<file path="src/rtl/ust_pkg.sv">
// Shared types and constants for the serial transmitter.
package ust_pkg;

  localparam int unsigned FuncW   = 2;
  localparam int unsigned DataW   = 8;
  localparam int unsigned CfgIdxW = 3;
  localparam int unsigned CfgDatW = 16;
  localparam int unsigned CountW  = 19;
  localparam int unsigned BitIdxW = 4;

  // Input word function codes
  localparam logic [FuncW-1:0] FUNC_TICK  = 2'd0;
  localparam logic [FuncW-1:0] FUNC_WR_LO = 2'd1;
  localparam logic [FuncW-1:0] FUNC_WR_HI = 2'd2;

  // Configuration register indexes
  localparam logic [CfgIdxW-1:0] CFG_MODE   = 3'd0;
  localparam logic [CfgIdxW-1:0] CFG_BAUD   = 3'd1;
  localparam logic [CfgIdxW-1:0] CFG_PAR_EN = 3'd2;
  localparam logic [CfgIdxW-1:0] CFG_PAR_EV = 3'd3;
  localparam logic [CfgIdxW-1:0] CFG_NINTH  = 3'd4;

  // Frame positions
  localparam logic [BitIdxW-1:0] POS_START = 4'd0;
  localparam logic [BitIdxW-1:0] POS_LAST  = 4'd8;
  localparam logic [BitIdxW-1:0] POS_NINTH = 4'd9;
  localparam logic [BitIdxW-1:0] POS_STOP  = 4'd10;

  // Line and flag values seen after one word
  typedef struct packed {
    logic txd;
    logic transmit_done;
    logic transmitter_empty;
  } ust_status_t;

endpackage

</file>
<file path="src/rtl/ust_if.sv">
// Handshake channel interfaces: input words, result words, configuration writes.
interface ust_in_if;
  import ust_pkg::*;
  logic             valid;
  logic             ready;
  logic [FuncW-1:0] func;
  logic [DataW-1:0] data;
  modport source (output valid, func, data, input ready);
  modport sink   (input valid, func, data, output ready);
endinterface

interface ust_out_if;
  logic valid;
  logic ready;
  logic txd;
  logic transmit_done;
  logic transmitter_empty;
  modport source (output valid, txd, transmit_done, transmitter_empty, input ready);
  modport sink   (input valid, txd, transmit_done, transmitter_empty, output ready);
endinterface

interface ust_cfg_if;
  import ust_pkg::*;
  logic               valid;
  logic               ready;
  logic [CfgIdxW-1:0] index;
  logic [CfgDatW-1:0] wdata;
  modport source (output valid, index, wdata, input ready);
  modport sink   (input valid, index, wdata, output ready);
endinterface

</file>
<file path="src/rtl/ust_core.sv">
// Transmitter state: baud divider, frame sequencer, double buffer and status flags.
module ust_core import ust_pkg::*; (
  input  logic               clk_i,
  input  logic               rst_ni,
  input  logic               step_i,
  input  logic [FuncW-1:0]   func_i,
  input  logic [DataW-1:0]   data_i,
  input  logic               cfg_we_i,
  input  logic [CfgIdxW-1:0] cfg_idx_i,
  input  logic [CfgDatW-1:0] cfg_data_i,
  output ust_status_t        status_o
);

  logic [2:0]         mode_q;
  logic [CfgDatW-1:0] baud_q;
  logic               par_en_q, par_ev_q, ninth_q;

  logic [CountW-1:0]  cnt_q, cnt_d, cnt_inc, period;
  logic [BitIdxW-1:0] idx_q, idx_d;
  logic [DataW-1:0]   sr_q, sr_d, buf_q, buf_d;
  logic               bp_q, bp_d, sp_q, sp_d, par_q, par_d;
  logic               line_q, line_d, ti_q, ti_d, txe_q, txe_d;
  logic               framed, ninth_en;

  assign framed   = mode_q[0];
  assign ninth_en = mode_q[1];
  assign cnt_inc  = cnt_q + CountW'(1);
  assign period   = {CountW'({1'b0, baud_q[14:0]}) + CountW'(1)} << 3;

  always_comb begin
    cnt_d  = cnt_q;
    idx_d  = idx_q;
    sr_d   = sr_q;
    buf_d  = buf_q;
    bp_d   = bp_q;
    sp_d   = sp_q;
    par_d  = par_q;
    line_d = line_q;
    ti_d   = ti_q;
    txe_d  = txe_q;
    case (func_i)
      FUNC_TICK: begin
        if (baud_q != '0) begin
          cnt_d = cnt_inc;
          if (cnt_inc >= period) begin
            cnt_d = '0;
            if (sp_q) begin
              if (idx_q == POS_START && framed) begin
                line_d = 1'b0;
                idx_d  = idx_q + BitIdxW'(1);
                par_d  = 1'b0;
              end else if (idx_q <= POS_LAST && framed) begin
                line_d = sr_q[0];
                par_d  = par_q ^ sr_q[0];
                sr_d   = sr_q >> 1;
                idx_d  = idx_q + BitIdxW'(1);
              end else if (idx_q == POS_NINTH && ninth_en) begin
                // Ninth bit: parity or fixed level
                line_d = par_en_q ? (par_ev_q ? par_q : ~par_q) : ninth_q;
                idx_d  = POS_STOP;
              end else if (idx_q >= POS_NINTH && framed) begin
                line_d = 1'b1;
                ti_d   = 1'b1;
                idx_d  = POS_START;
                sp_d   = 1'b0;
                if (bp_q) begin
                  sr_d = buf_q;
                  bp_d = 1'b0;
                  sp_d = 1'b1;
                end else begin
                  txe_d = 1'b1;
                end
              end
            end
          end
        end
      end
      FUNC_WR_LO: begin
        buf_d = data_i;
        if (txe_q) begin
          sr_d  = data_i;
          sp_d  = 1'b1;
          txe_d = 1'b0;
          bp_d  = 1'b0;
        end else begin
          bp_d  = 1'b1;
          ti_d  = 1'b0;
          txe_d = 1'b0;
        end
      end
      FUNC_WR_HI: begin
        buf_d = data_i;
        bp_d  = 1'b1;
        ti_d  = 1'b0;
        txe_d = 1'b0;
      end
      default: ;
    endcase
  end

  assign status_o = '{txd: line_d, transmit_done: ti_d, transmitter_empty: txe_d};

  always_ff @(posedge clk_i or negedge rst_ni) begin
    if (!rst_ni) begin
      mode_q   <= '0;
      baud_q   <= '0;
      par_en_q <= 1'b0;
      par_ev_q <= 1'b0;
      ninth_q  <= 1'b0;
      cnt_q    <= '0;
      idx_q    <= POS_START;
      sr_q     <= '0;
      buf_q    <= '0;
      bp_q     <= 1'b0;
      sp_q     <= 1'b0;
      par_q    <= 1'b0;
      line_q   <= 1'b1;
      ti_q     <= 1'b0;
      txe_q    <= 1'b1;
    end else begin
      if (cfg_we_i) begin
        unique case (cfg_idx_i)
          CFG_MODE:   mode_q   <= cfg_data_i[2:0];
          CFG_BAUD:   baud_q   <= cfg_data_i;
          CFG_PAR_EN: par_en_q <= cfg_data_i[0];
          CFG_PAR_EV: par_ev_q <= cfg_data_i[0];
          CFG_NINTH:  ninth_q  <= cfg_data_i[0];
          default: ;
        endcase
      end
      if (step_i) begin
        cnt_q  <= cnt_d;
        idx_q  <= idx_d;
        sr_q   <= sr_d;
        buf_q  <= buf_d;
        bp_q   <= bp_d;
        sp_q   <= sp_d;
        par_q  <= par_d;
        line_q <= line_d;
        ti_q   <= ti_d;
        txe_q  <= txe_d;
      end
    end
  end

  // Empty transmitter holds nothing in either buffer stage
  a_txe_idle: assert property (@(posedge clk_i) disable iff (!rst_ni)
    txe_q |-> (!sp_q && !bp_q))
    else $error("TXE set while a word is still queued");

  // Frame position never passes the stop slot
  a_idx_range: assert property (@(posedge clk_i) disable iff (!rst_ni)
    idx_q <= POS_STOP)
    else $error("frame position out of range");

  // Halted divider leaves counter and line untouched on a tick
  a_halt: assert property (@(posedge clk_i) disable iff (!rst_ni)
    (step_i && func_i == FUNC_TICK && baud_q == '0) |=> ($stable(cnt_q) && $stable(line_q)))
    else $error("tick advanced a halted divider");

endmodule

</file>
<file path="src/rtl/uart_serial_transmitter_unit.sv">
// Top level of the serial transmitter: handshake channels and result register.
//
// Channels:
//   req_i  - input words; func selects a baud tick, a low buffer write or a
//            high buffer write, data carries the byte for buffer writes.
//   rsp_o  - result words, one per input word: the transmit line level and
//            the TI and TXE flags as they stand after that word.
//   cfg_i  - register writes (mode, baud compare, parity enable, parity
//            sense, fixed ninth bit); always ready, applied at once.
// Result words are registered, in the cycle after the input word is taken.
// Throughput: one word per cycle while rsp_o.ready is high; the next-state
// logic of ust_core is a single combinational pass between the state
// registers and the result register.
// Stalls: the result register holds while rsp_o.ready is low; an input word
// is still taken in the same cycle that the held result leaves, so nothing
// is lost when the receiver stalls and no bubble appears when it does not.
// Reset: rst_ni clears all registers but the result payload; the line idles
// high, TXE is set, TI is clear, the divider is halted and the result register is empty.
module uart_serial_transmitter_unit import ust_pkg::*; (
  input  logic clk_i,
  input  logic rst_ni,
  ust_in_if.sink    req_i,
  ust_out_if.source rsp_o,
  ust_cfg_if.sink   cfg_i
);

  logic        accept;
  logic        out_valid_q;
  ust_status_t status_d, status_q;

  // Take a word whenever the result register is empty or being drained
  assign req_i.ready = !out_valid_q || rsp_o.ready;
  assign accept      = req_i.valid && req_i.ready;
  assign cfg_i.ready = 1'b1;

  ust_core u_core (
    .clk_i      (clk_i),
    .rst_ni     (rst_ni),
    .step_i     (accept),
    .func_i     (req_i.func),
    .data_i     (req_i.data),
    .cfg_we_i   (cfg_i.valid),
    .cfg_idx_i  (cfg_i.index),
    .cfg_data_i (cfg_i.wdata),
    .status_o   (status_d)
  );

  // Valid bit of the result register
  always_ff @(posedge clk_i or negedge rst_ni) begin
    if (!rst_ni) begin
      out_valid_q <= 1'b0;
    end else if (req_i.ready) begin
      out_valid_q <= req_i.valid;
    end
  end

  // Result payload; load only on an accepted word
  always_ff @(posedge clk_i) begin
    if (accept) begin
      status_q <= status_d;
    end
  end

  assign rsp_o.valid             = out_valid_q;
  assign rsp_o.txd               = status_q.txd;
  assign rsp_o.transmit_done     = status_q.transmit_done;
  assign rsp_o.transmitter_empty = status_q.transmitter_empty;

endmodule

</file>
<file path="src/flat_wrapper.sv">
// flat-port wrapper written by rule: the top's interface ports become plain ports
module uart_serial_transmitter_unit_flat import ust_pkg::*;
  (clk_i, rst_ni, req_i_valid, req_i_func, req_i_data, req_i_ready, rsp_o_valid, rsp_o_txd, rsp_o_transmit_done, rsp_o_transmitter_empty, rsp_o_ready, cfg_i_valid, cfg_i_index, cfg_i_wdata, cfg_i_ready);
  ust_in_if req_i_i ();
  ust_out_if rsp_o_i ();
  ust_cfg_if cfg_i_i ();
  input  logic clk_i;
  input  logic rst_ni;
  input wire logic [$bits(req_i_i.valid)-1:0] req_i_valid;
  input wire logic [$bits(req_i_i.func)-1:0] req_i_func;
  input wire logic [$bits(req_i_i.data)-1:0] req_i_data;
  output wire logic [$bits(req_i_i.ready)-1:0] req_i_ready;
  output wire logic [$bits(rsp_o_i.valid)-1:0] rsp_o_valid;
  output wire logic [$bits(rsp_o_i.txd)-1:0] rsp_o_txd;
  output wire logic [$bits(rsp_o_i.transmit_done)-1:0] rsp_o_transmit_done;
  output wire logic [$bits(rsp_o_i.transmitter_empty)-1:0] rsp_o_transmitter_empty;
  input wire logic [$bits(rsp_o_i.ready)-1:0] rsp_o_ready;
  input wire logic [$bits(cfg_i_i.valid)-1:0] cfg_i_valid;
  input wire logic [$bits(cfg_i_i.index)-1:0] cfg_i_index;
  input wire logic [$bits(cfg_i_i.wdata)-1:0] cfg_i_wdata;
  output wire logic [$bits(cfg_i_i.ready)-1:0] cfg_i_ready;
  assign req_i_i.valid = req_i_valid;
  assign req_i_i.func = req_i_func;
  assign req_i_i.data = req_i_data;
  assign req_i_ready = req_i_i.ready;
  assign rsp_o_valid = rsp_o_i.valid;
  assign rsp_o_txd = rsp_o_i.txd;
  assign rsp_o_transmit_done = rsp_o_i.transmit_done;
  assign rsp_o_transmitter_empty = rsp_o_i.transmitter_empty;
  assign rsp_o_i.ready = rsp_o_ready;
  assign cfg_i_i.valid = cfg_i_valid;
  assign cfg_i_i.index = cfg_i_index;
  assign cfg_i_i.wdata = cfg_i_wdata;
  assign cfg_i_ready = cfg_i_i.ready;
  uart_serial_transmitter_unit u_core (.clk_i(clk_i), .rst_ni(rst_ni), .req_i(req_i_i), .rsp_o(rsp_o_i), .cfg_i(cfg_i_i));
endmodule
</file>
<file path="config.mk">
export PLATFORM = sky130hd
export DESIGN_NAME = uart_serial_transmitter_unit_flat
export DESIGN_NICKNAME = d
export VERILOG_FILES = /design/src/rtl/ust_pkg.sv /design/src/rtl/ust_if.sv /design/src/rtl/ust_core.sv /design/src/rtl/uart_serial_transmitter_unit.sv /design/src/flat_wrapper.sv
export SDC_FILE = /design/constraint.sdc
export NUM_CORES = 1
export LEC_CHECK = 0
export BUFFER_PORTS_ARGS = -buffer_cell sky130_fd_sc_hd__clkbuf_2
export CORE_ASPECT_RATIO = 1.4
export CORE_MARGIN = 8
export CORE_UTILIZATION = 60
export CTS_CLUSTER_DIAMETER = 200
export CTS_CLUSTER_SIZE = 40
export DETAILED_ROUTE_END_ITERATION = 8
export HOLD_SLACK_MARGIN = 0.15
export PLACE_DENSITY = 0.92
export SYNTH_ARGS = -nofsm -noshare
export SYNTH_HDL_FRONTEND = slang
export SYNTH_SLANG_ARGS = --single-unit
</file>
<file path="constraint.sdc">
create_clock -name clk_i -period 4.3 [get_ports clk_i]
set_input_delay 0.645 -clock clk_i [delete_from_list [all_inputs] [get_ports clk_i]]
set_output_delay 0.645 -clock clk_i [all_outputs]
set_load 0.03 [all_outputs]
</file>
==> results of run 1 <==
==> cell families after synthesis <==
group	after synthesis
buf+inv	30
flops	70
mux	44
fa+ha+maj	26
other cells	1
compound gates	81
xor+xnor	30
simple gates	159
==> per-stage QoR <==
| step | cells | area, sq um | hold WS [ns] | utilization |
|---|---|---|---|---|
| CTS | 582 | 4785 | 0.4723 | 0.6853 |
| detailed placement | 566 | 4609 | 0.4750 | 0.6602 |
| floorplan | 441 | 4314 | 0.3494 | - |
| global route | 582 | 4790 | 0.4841 | 0.6860 |
| global placement | 566 | 4609 | 0.4655 | 0.6602 |
| finish | 582 | 4790 | 0.4864 | 0.6860 |
==> layer usage <==
metal  vias up  track usage
met3        46      0.05070
met5         -            0
met4         0       0.1498
met1      1701       0.2126
met2       139       0.3818
li1       1659            -
==> Yosys cell counts, types with 3 or more instances <==
cell type	number	share of area
sky130_fd_sc_hd__dfrtp_1	65	0.38
sky130_fd_sc_hd__nand2_1	62	0.054
sky130_fd_sc_hd__mux2_2	35	0.091
sky130_fd_sc_hd__o21ai_0	33	0.038
sky130_fd_sc_hd__ha_1	26	0.075
sky130_fd_sc_hd__nor2_1	23	0.020
sky130_fd_sc_hd__nand3_1	22	0.026
sky130_fd_sc_hd__xor2_1	18	0.037
sky130_fd_sc_hd__a21oi_1	17	0.020
sky130_fd_sc_hd__inv_1	15	0.013
sky130_fd_sc_hd__xnor2_1	12	0.024
sky130_fd_sc_hd__a22o_1	11	0.022
sky130_fd_sc_hd__nand4_1	10	0.015
sky130_fd_sc_hd__and3_1	9	0.013
sky130_fd_sc_hd__mux2i_1	9	0.021
sky130_fd_sc_hd__clkbuf_1	8	0.0070
sky130_fd_sc_hd__nor3_1	5	0.0058
sky130_fd_sc_hd__nor4_1	5	0.0073
sky130_fd_sc_hd__edfxtp_1	3	0.021
sky130_fd_sc_hd__nor3b_1	3	0.0052
==> final timing paths <==
check | depth (start not counted) | endpoint
setup / recovery | 12 | u_core.u_core.cnt_q[2]
hold / removal | 1 | u_core.u_core.cnt_q[11]
setup reg to reg | 12 | u_core.u_core.cnt_q[2]
hold reg to reg | 1 | u_core.u_core.ninth_q
max in group asynchronous | 2 | u_core.u_core.txe_q
min in group clk_i | 2 | u_core.rsp_o.valid
==> repair_timing <==
| item | 4_1_cts | 5_1_grt |
|---|---|---|
| resized for setup | 0 | 1 |
| setup buffers | 0 | 0 |
| setup endpoints to repair | 0 | 5 |
==> cell type report <==
cell class                 instances  area (sq um)
clock buffer                      10         137.6
clock inverter                     6         37.54
fill                             490          2192
inverter                          16         60.06
multi-input combinational        341          2431
sequential                        70          1769
tap                               95         118.9
timing repair buffer              44         235.2
==> power by group through the flow <==
stage | registers [mW] | clock network, mW | logic, mW
4_1_cts | 0.888 | 0.495 | 0.401
3_5_place_dp | 0.899 | 0 | 0.394
6_report | 0.893 | 0.492 | 0.399
5_1_grt | 0.909 | 0.524 | 0.444
2_1_floorplan | 0.870 | 0 | 0.290
3_3_place_gp | 0.888 | 0 | 0.369
==> sequential cells by signal, indices dropped and copies added, names as in the netlist <==
signal and cells:
u_core.u_core.idx_q 4, u_core.u_core.line_q 1, u_core.u_core.mode_q 2, u_core.u_core.bp_q 1, u_core.rsp_o.transmit_done 1, u_core.u_core.txe_q 1
u_core.u_core.cnt_q 19, u_core.u_core.ti_q 1, u_core.u_core.par_en_q 1, u_core.u_core.buf_q 8, u_core.rsp_o.valid 1, u_core.u_core.sr_q 8
u_core.u_core.par_q 1, u_core.rsp_o.transmitter_empty 1, u_core.u_core.par_ev_q 1, u_core.u_core.sp_q 1, u_core.u_core.ninth_q 1, u_core.rsp_o.txd 1
u_core.u_core.baud_q 16
==> impl_table.tex, run 1 <==
\begin{tabular}{lr}
\hline
Metric & Value \\
\hline
\multicolumn{2}{l}{\textbf{Synth}} \\
Synthesized flop and latch total & 70 \\
Portion of netlist area occupied by mux cells & 0.1122 \\
Post-synthesis instance total & 441 \\
Post-synth EDFFs & 3 \\
Compound-gate portion of the synthesized area & 0.1285 \\
Ys flop type & sky130\_fd\_sc\_hd\_\_dfrtp\_1 \\
Proportion of synthesized flip-flops having asynchronous set or reset & 0.9571 \\
Netlist cell types & 56 \\
Post-synthesis sequential area ratio & 0.4101 \\
Syn\_area\_per\_cell & 9.783 sq um \\
Xor-xnor portion of the synthesized cell area & 0.06090 \\
Largest family of logic cells by synthesized area & simple AND/OR/NAND/NOR gates \\
Synthesized net count & 501 \\
Number of warnings issued by yosys & 0 \\
Synthesized area & 4314 sq um \\
Adder and majority cell fraction of the synthesized area & 0.07541 \\
Simple logic cell fraction of the synthesized area & 0.1810 \\
\multicolumn{2}{l}{\textbf{Place}} \\
Gp weighted congestion & 0.9144 \\
Final HPWL DP & 7.286 mm \\
Post-Place Worst Slack & 0.3557 ns \\
Port bufs & 38 \\
\multicolumn{2}{l}{\textbf{STA}} \\
Transition at the pin with the smallest max-transition slack & 1.116 ns \\
Unrepaired setup endpoints after global routing & no \\
Post-route worst setup slack & 0.3590 ns \\
Accumulated negative setup slack & 0 ns \\
Peak Freq & 0.2537 GHz \\
Endpoints failing setup & 0 \\
Share of the cycle needed by the critical path after routing & 0.9165 \\
Final number of max-transition violations & 0 \\
Rel. slew slack & 0.2563 \\
Final Skew & 0.009657 ns \\
Shortest clock period the worst path allows after layout & 3.941 ns \\
Number of endpoints with negative hold slack in the final report & 0 \\
\multicolumn{2}{l}{\textbf{Worst setup path}} \\
Critical path, cell by cell & ha\_1, nand4\_1, nor2\_1, nand2\_1, xnor2\_1, ha\_1, a21oi\_1, o21ai\_0, o31ai\_2, nand2\_1, nor2\_1, a22o\_1 \\
Family with the most delay on the worst path & simple AND/OR/NAND/NOR gates \\
Critical Path Source Type & flop \\
Arrival time reported for the critical path endpoint & 4.24 ns \\
Worst-path fanout max & 11 \\
Kind of critical path & reg2reg \\
Reg-to-reg startpoint & u\_core.u\_core.cnt\_q[0] \\
Required time reported for the critical path endpoint & 4.60 ns \\
Slowest stage cell, crit path & sky130\_fd\_sc\_hd\_\_o31ai\_2 \\
Critical Path End Type & flop \\
WP buf/inv & 0 \\
Highest cell delay on the worst timing path & 0.73 ns \\
Flop2flop setup slack & 0.36 ns \\
Worst setup startpoint & u\_core.u\_core.cnt\_q[0] \\
\multicolumn{2}{l}{\textbf{Global routing}} \\
Gr usage total & 0.2140 \\
GR Overflow Total & 0 \\
Largest net degree at the start of global routing & 45 \\
Global-route wire length before repair & 16.85 mm \\
Vias in the first global route & 3684 \\
Initial antenna violation count & 0 \\
\multicolumn{2}{l}{\textbf{Final layout}} \\
Most common cell after layout, fill and taps aside & sky130\_fd\_sc\_hd\_\_dfrtp\_1 \\
Fraction of final layout cells with drive strength greater than 1 & 0.2279 \\
Antenna fix cells & 0 \\
Count of nets after finishing & 542 \\
Area Growth Syn to Fin & 11.02\% \\
Most frequent cells in the layout & sky130\_fd\_sc\_hd\_\_dfrtp\_1 (65), sky130\_fd\_sc\_hd\_\_nand2\_1 (62), sky130\_fd\_sc\_hd\_\_clkbuf\_2 (38), sky130\_fd\_sc\_hd\_\_mux2\_2 (35), sky130\_fd\_sc\_hd\_\_o21ai\_0 (33) \\
\multicolumn{2}{l}{\textbf{Power}} \\
Fraction of power consumed by the clock network & 0.276 \\
Comb power frac & 0.224 \\
Overall power & 1.784 mW \\
Switching part of the total & 0.3314 \\
Leakage power total & 2.185 nW \\
Max rail drop VDD & 0.3262 mV \\
Power Internal & 1.193 mW \\
Power per unit of standard cell area & 372.5 nW/um\^{}2 \\
Net Switching & 0.5912 mW \\
Sequential share of power & 0.501 \\
\multicolumn{2}{l}{\textbf{Routing}} \\
Routed met2 length & 5.376 mm \\
Met3 wire length & 436 microns \\
1st-iter DRT viols & 262 \\
Uppermost layer routed & met4 \\
Detailed Routing Iterations Pass 1 & 7 \\
Post-Route M1 WL & 3.802 mm \\
Routed wire length per instance & 17.36 microns \\
Detailed-route vias per instance & 6.091 \\
Vias after detailed routing & 3545 \\
Antenna Violating Nets Remaining & 0 \\
Remaining routing DRC violations & 0 \\
Total Routed Length & 10.10 mm \\
\multicolumn{2}{l}{\textbf{Clock network}} \\
Clock insertion delay at the later pin of the skew report & 0.36 ns \\
Root buffer selected by CTS & sky130\_fd\_sc\_hd\_\_clkbuf\_8 \\
Total CTS buffers & 9 \\
Clock Sinks & 70 \\
Clock tree from TritonCTS & done \\
CTS clk-pin slew, worst paths & 0.08 ns \\
Number of H-tree branching levels & 3 \\
Maximum number of buffers from clock root to sink & 2 \\
CTS hold repair buffers & 0 \\
\multicolumn{2}{l}{\textbf{Min path}} \\
Hold Path Class & in2async \\
\multicolumn{2}{l}{\textbf{Die}} \\
Horizontal extent of the die & 87.67 microns \\
Std-Cell Core Area & 6982 sq um \\
Die area & 10200 sq um \\
Initial core utilization & 0.6179 \\
Number of primary I/O pins & 40 \\
Height of the die & 116.3 microns \\
Number of placement rows & 36 \\
\multicolumn{2}{l}{\textbf{Run status}} \\
Run status & completed \\
\multicolumn{2}{l}{\textbf{Job}} \\
Number of maximum-capacitance violations & 0 \\
\hline
\end{tabular}
(Power assumes the default switching activity.)
==> run 2, diff against run 1 <==
--- a/config.mk
+++ b/config.mk
@@ -7,6 +7,9 @@
 export LEC_CHECK = 0
+export ABC_CLOCK_PERIOD_IN_PS = 4300
 export BUFFER_PORTS_ARGS = -buffer_cell sky130_fd_sc_hd__clkbuf_2
+export CELL_PAD_IN_SITES_DETAIL_PLACEMENT = 1
+export CELL_PAD_IN_SITES_GLOBAL_PLACEMENT = 2
 export CORE_ASPECT_RATIO = 1.4
 export CORE_MARGIN = 8
-export CORE_UTILIZATION = 60
+export CORE_UTILIZATION = 38
 export CTS_CLUSTER_DIAMETER = 200
==> constraint.sdc (replaced) <==
create_clock -name clk_i -period 4.3 [get_ports clk_i]
set_input_delay 0.215 -clock clk_i [delete_from_list [all_inputs] [get_ports clk_i]]
set_output_delay 0.215 -clock clk_i [all_outputs]
set_load 0.03 [all_outputs]
==> impl_table.tex, run 2 (synthesized netlist as in run 1, its figures left out) <==
\begin{tabular}{lr}
\hline
Metric & Value \\
\hline
\multicolumn{2}{l}{\textbf{Power}} \\
Max rail drop VDD & 0.1952 mV \\
Net Switching & 0.6190 mW \\
Switching part of the total & 0.2829 \\
Leakage power total & 2.371 nW \\
Power Internal & 1.569 mW \\
Sequential share of power & 0.410 \\
Comb power frac & 0.193 \\
Fraction of power consumed by the clock network & 0.397 \\
Power per unit of standard cell area & 414.7 nW/um\^{}2 \\
Overall power & 2.188 mW \\
\multicolumn{2}{l}{\textbf{Global routing}} \\
Vias in the first global route & 3970 \\
Global-route wire length before repair & 19.85 mm \\
GR Overflow Total & 0 \\
Largest net degree at the start of global routing & 42 \\
Gr usage total & 0.1642 \\
Initial antenna violation count & 0 \\
\multicolumn{2}{l}{\textbf{Place}} \\
Final HPWL DP & 8.423 mm \\
Port bufs & 38 \\
Gp weighted congestion & 0.8135 \\
Post-Place Worst Slack & 0.3195 ns \\
DP Area & 4676 sq um \\
\multicolumn{2}{l}{\textbf{STA}} \\
Number of endpoints with negative hold slack in the final report & 0 \\
Shortest clock period the worst path allows after layout & 3.857 ns \\
Share of the cycle needed by the critical path after routing & 0.8971 \\
Post-route worst setup slack & 0.4426 ns \\
Transition at the pin with the smallest max-transition slack & 1.079 ns \\
Unrepaired setup endpoints after global routing & no \\
Rel. slew slack & 0.2796 \\
Peak Freq & 0.2592 GHz \\
Endpoints failing setup & 0 \\
Accumulated negative setup slack & 0 ns \\
Final Skew & 0.009119 ns \\
Final number of max-transition violations & 0 \\
\multicolumn{2}{l}{\textbf{Clock network}} \\
Number of H-tree branching levels & 3 \\
Number of setup buffers added after CTS & 0 \\
Maximum number of buffers from clock root to sink & 2 \\
Total CTS buffers & 9 \\
Clock Sinks & 70 \\
CTS clk-pin slew, worst paths & 0.06 ns \\
Clock tree from TritonCTS & done \\
Clock insertion delay at the later pin of the skew report & 0.34 ns \\
Root buffer selected by CTS & sky130\_fd\_sc\_hd\_\_clkbuf\_16 \\
\multicolumn{2}{l}{\textbf{Die}} \\
Number of placement rows & 46 \\
Initial core utilization & 0.3844 \\
Horizontal extent of the die & 106.1 microns \\
Std-Cell Core Area & 11220 sq um \\
Number of primary I/O pins & 40 \\
Die area & 15070 sq um \\
Height of the die & 142.1 microns \\
\multicolumn{2}{l}{\textbf{Worst setup path}} \\
Critical Path End Type & flop \\
Slowest stage cell, crit path & sky130\_fd\_sc\_hd\_\_nor3\_2 \\
Family with the most delay on the worst path & simple AND/OR/NAND/NOR gates \\
Critical Path Source Type & flop \\
Highest cell delay on the worst timing path & 0.42 ns \\
Arrival time reported for the critical path endpoint & 4.07 ns \\
Worst-path fanout max & 8 \\
WP buf/inv & 1 \\
Kind of critical path & reg2reg \\
Required time reported for the critical path endpoint & 4.51 ns \\
Critical path, cell by cell & ha\_1, nand4\_1, nor3\_2, nand4\_1, xnor2\_1, ha\_1, nand2\_1, nor4\_1, o31ai\_2, buf\_4, a2111oi\_4, o21ai\_4, mux2\_2 \\
\multicolumn{2}{l}{\textbf{Routing}} \\
Routed wire length per instance & 17.83 microns \\
Remaining routing DRC violations & 0 \\
Detailed-route vias per instance & 5.435 \\
1st-iter DRT viols & 80 \\
Antenna Violating Nets Remaining & 0 \\
Total Routed Length & 11.71 mm \\
Detailed Routing Iterations Pass 1 & 4 \\
Vias after detailed routing & 3571 \\
\multicolumn{2}{l}{\textbf{Run status}} \\
Run status & completed \\
\multicolumn{2}{l}{\textbf{Min path}} \\
Hold Path Class & in2reg \\
\multicolumn{2}{l}{\textbf{Final layout}} \\
Most common cell after layout, fill and taps aside & sky130\_fd\_sc\_hd\_\_dfrtp\_1 \\
Largest registers & u\_core.u\_core.cnt\_q x19, u\_core.u\_core.baud\_q x16 \\
Fraction of final layout cells with drive strength greater than 1 & 0.2168 \\
Number of flip-flops under the largest register name & 19 \\
Area Growth Syn to Fin & 22.33\% \\
Most frequent cells in the layout & sky130\_fd\_sc\_hd\_\_dfrtp\_1 (65), sky130\_fd\_sc\_hd\_\_nand2\_1 (62), sky130\_fd\_sc\_hd\_\_clkbuf\_2 (37), sky130\_fd\_sc\_hd\_\_mux2\_2 (35), sky130\_fd\_sc\_hd\_\_o21ai\_0 (33) \\
Post-route cell area & 5278 sq um \\
Top reg by flops & u\_core.u\_core.cnt\_q \\
Count of nets after finishing & 567 \\
Final Util & 0.4702 \\
\multicolumn{2}{l}{\textbf{Job}} \\
Number of maximum-capacitance violations & 0 \\
\hline
\end{tabular}
run 2: metrics by stage:
stage / cells / hold WS, ns
floorplan: 441 / -0.08059
global placement: 615 / 0.2609
detailed placement: 615 / 0.2748
CTS: 656 / 0.1626
global route: 656 / 0.1941
finish: 657 / 0.1694
run 2: cell type report:
| class | count | area [sq um] |
|---|---|---|
| Tap cell | 144 | 180.2 |
| Sequential cell | 70 | 1769 |
| Antenna cell | 1 | 2.502 |
| Clock buffer | 12 | 246.5 |
| Timing Repair Buffer | 69 | 485.5 |
| Inverter | 16 | 60.06 |
| Clock inverter | 4 | 95.09 |
| Fill cell | 1274 | 5946 |
| Multi-Input combinational cell | 341 | 2439 |
run 2: worst paths after layout:
| path | startpoint | end | slack (ns) | cells after the start |
|---|---|---|---|---|
| max | u_core.u_core.cnt_q[0] | u_core.u_core.sr_q[1] | 0.44 | 13 |
| max reg2reg | u_core.u_core.cnt_q[0] | u_core.u_core.sr_q[1] | 0.44 | 13 |
| min in group asynchronous | rst_ni | u_core.u_core.cnt_q[2] | 0.45 | 2 |
| min reg2reg | u_core.u_core.line_q | u_core.u_core.line_q | 0.49 | 2 |
| min | rsp_o_ready | u_core.rsp_o.valid | 0.17 | 3 |
| max in group asynchronous | rst_ni | u_core.u_core.baud_q[7] | 2.84 | 3 |
run 2: what timing repair did:
item	CTS	global route
hold endpoints to repair	50	0
gates resized for setup	0	2
setup endpoints to repair	0	19
hold buffers	25	0
run 2: per-layer routing:
metal  vias to the layer above  GRT usage  wire length, microns
li1                       1711          -                     -
met1                      1795     0.1715                  4495
met2                        43     0.3108                  6676
met3                        22    0.02811                   238
met4                         0    0.07212                   304
met5                         -          0                     0
run 2: power groups by stage:
stage          combinational [mW]  sequential (mW)  clock (mW)
3_3_place_gp                0.383            0.897           0
3_5_place_dp                0.406            0.904           0
4_1_cts                     0.428            0.894       0.882
2_1_floorplan               0.290            0.870           0
5_1_grt                     0.476            0.915       0.910
6_report                    0.423            0.897       0.869
run 2: worst reg2reg max path: cells and delay by family (launching register included):
family / cells / cell delay [ns]
compound gates: 3 / 0.71
xor+xnor: 1 / 0.18
fa+ha+maj: 2 / 0.56
buf+inv: 1 / 0.20
flops: 1 / 0.40
mux: 1 / 0.30
simple gates: 5 / 1.38
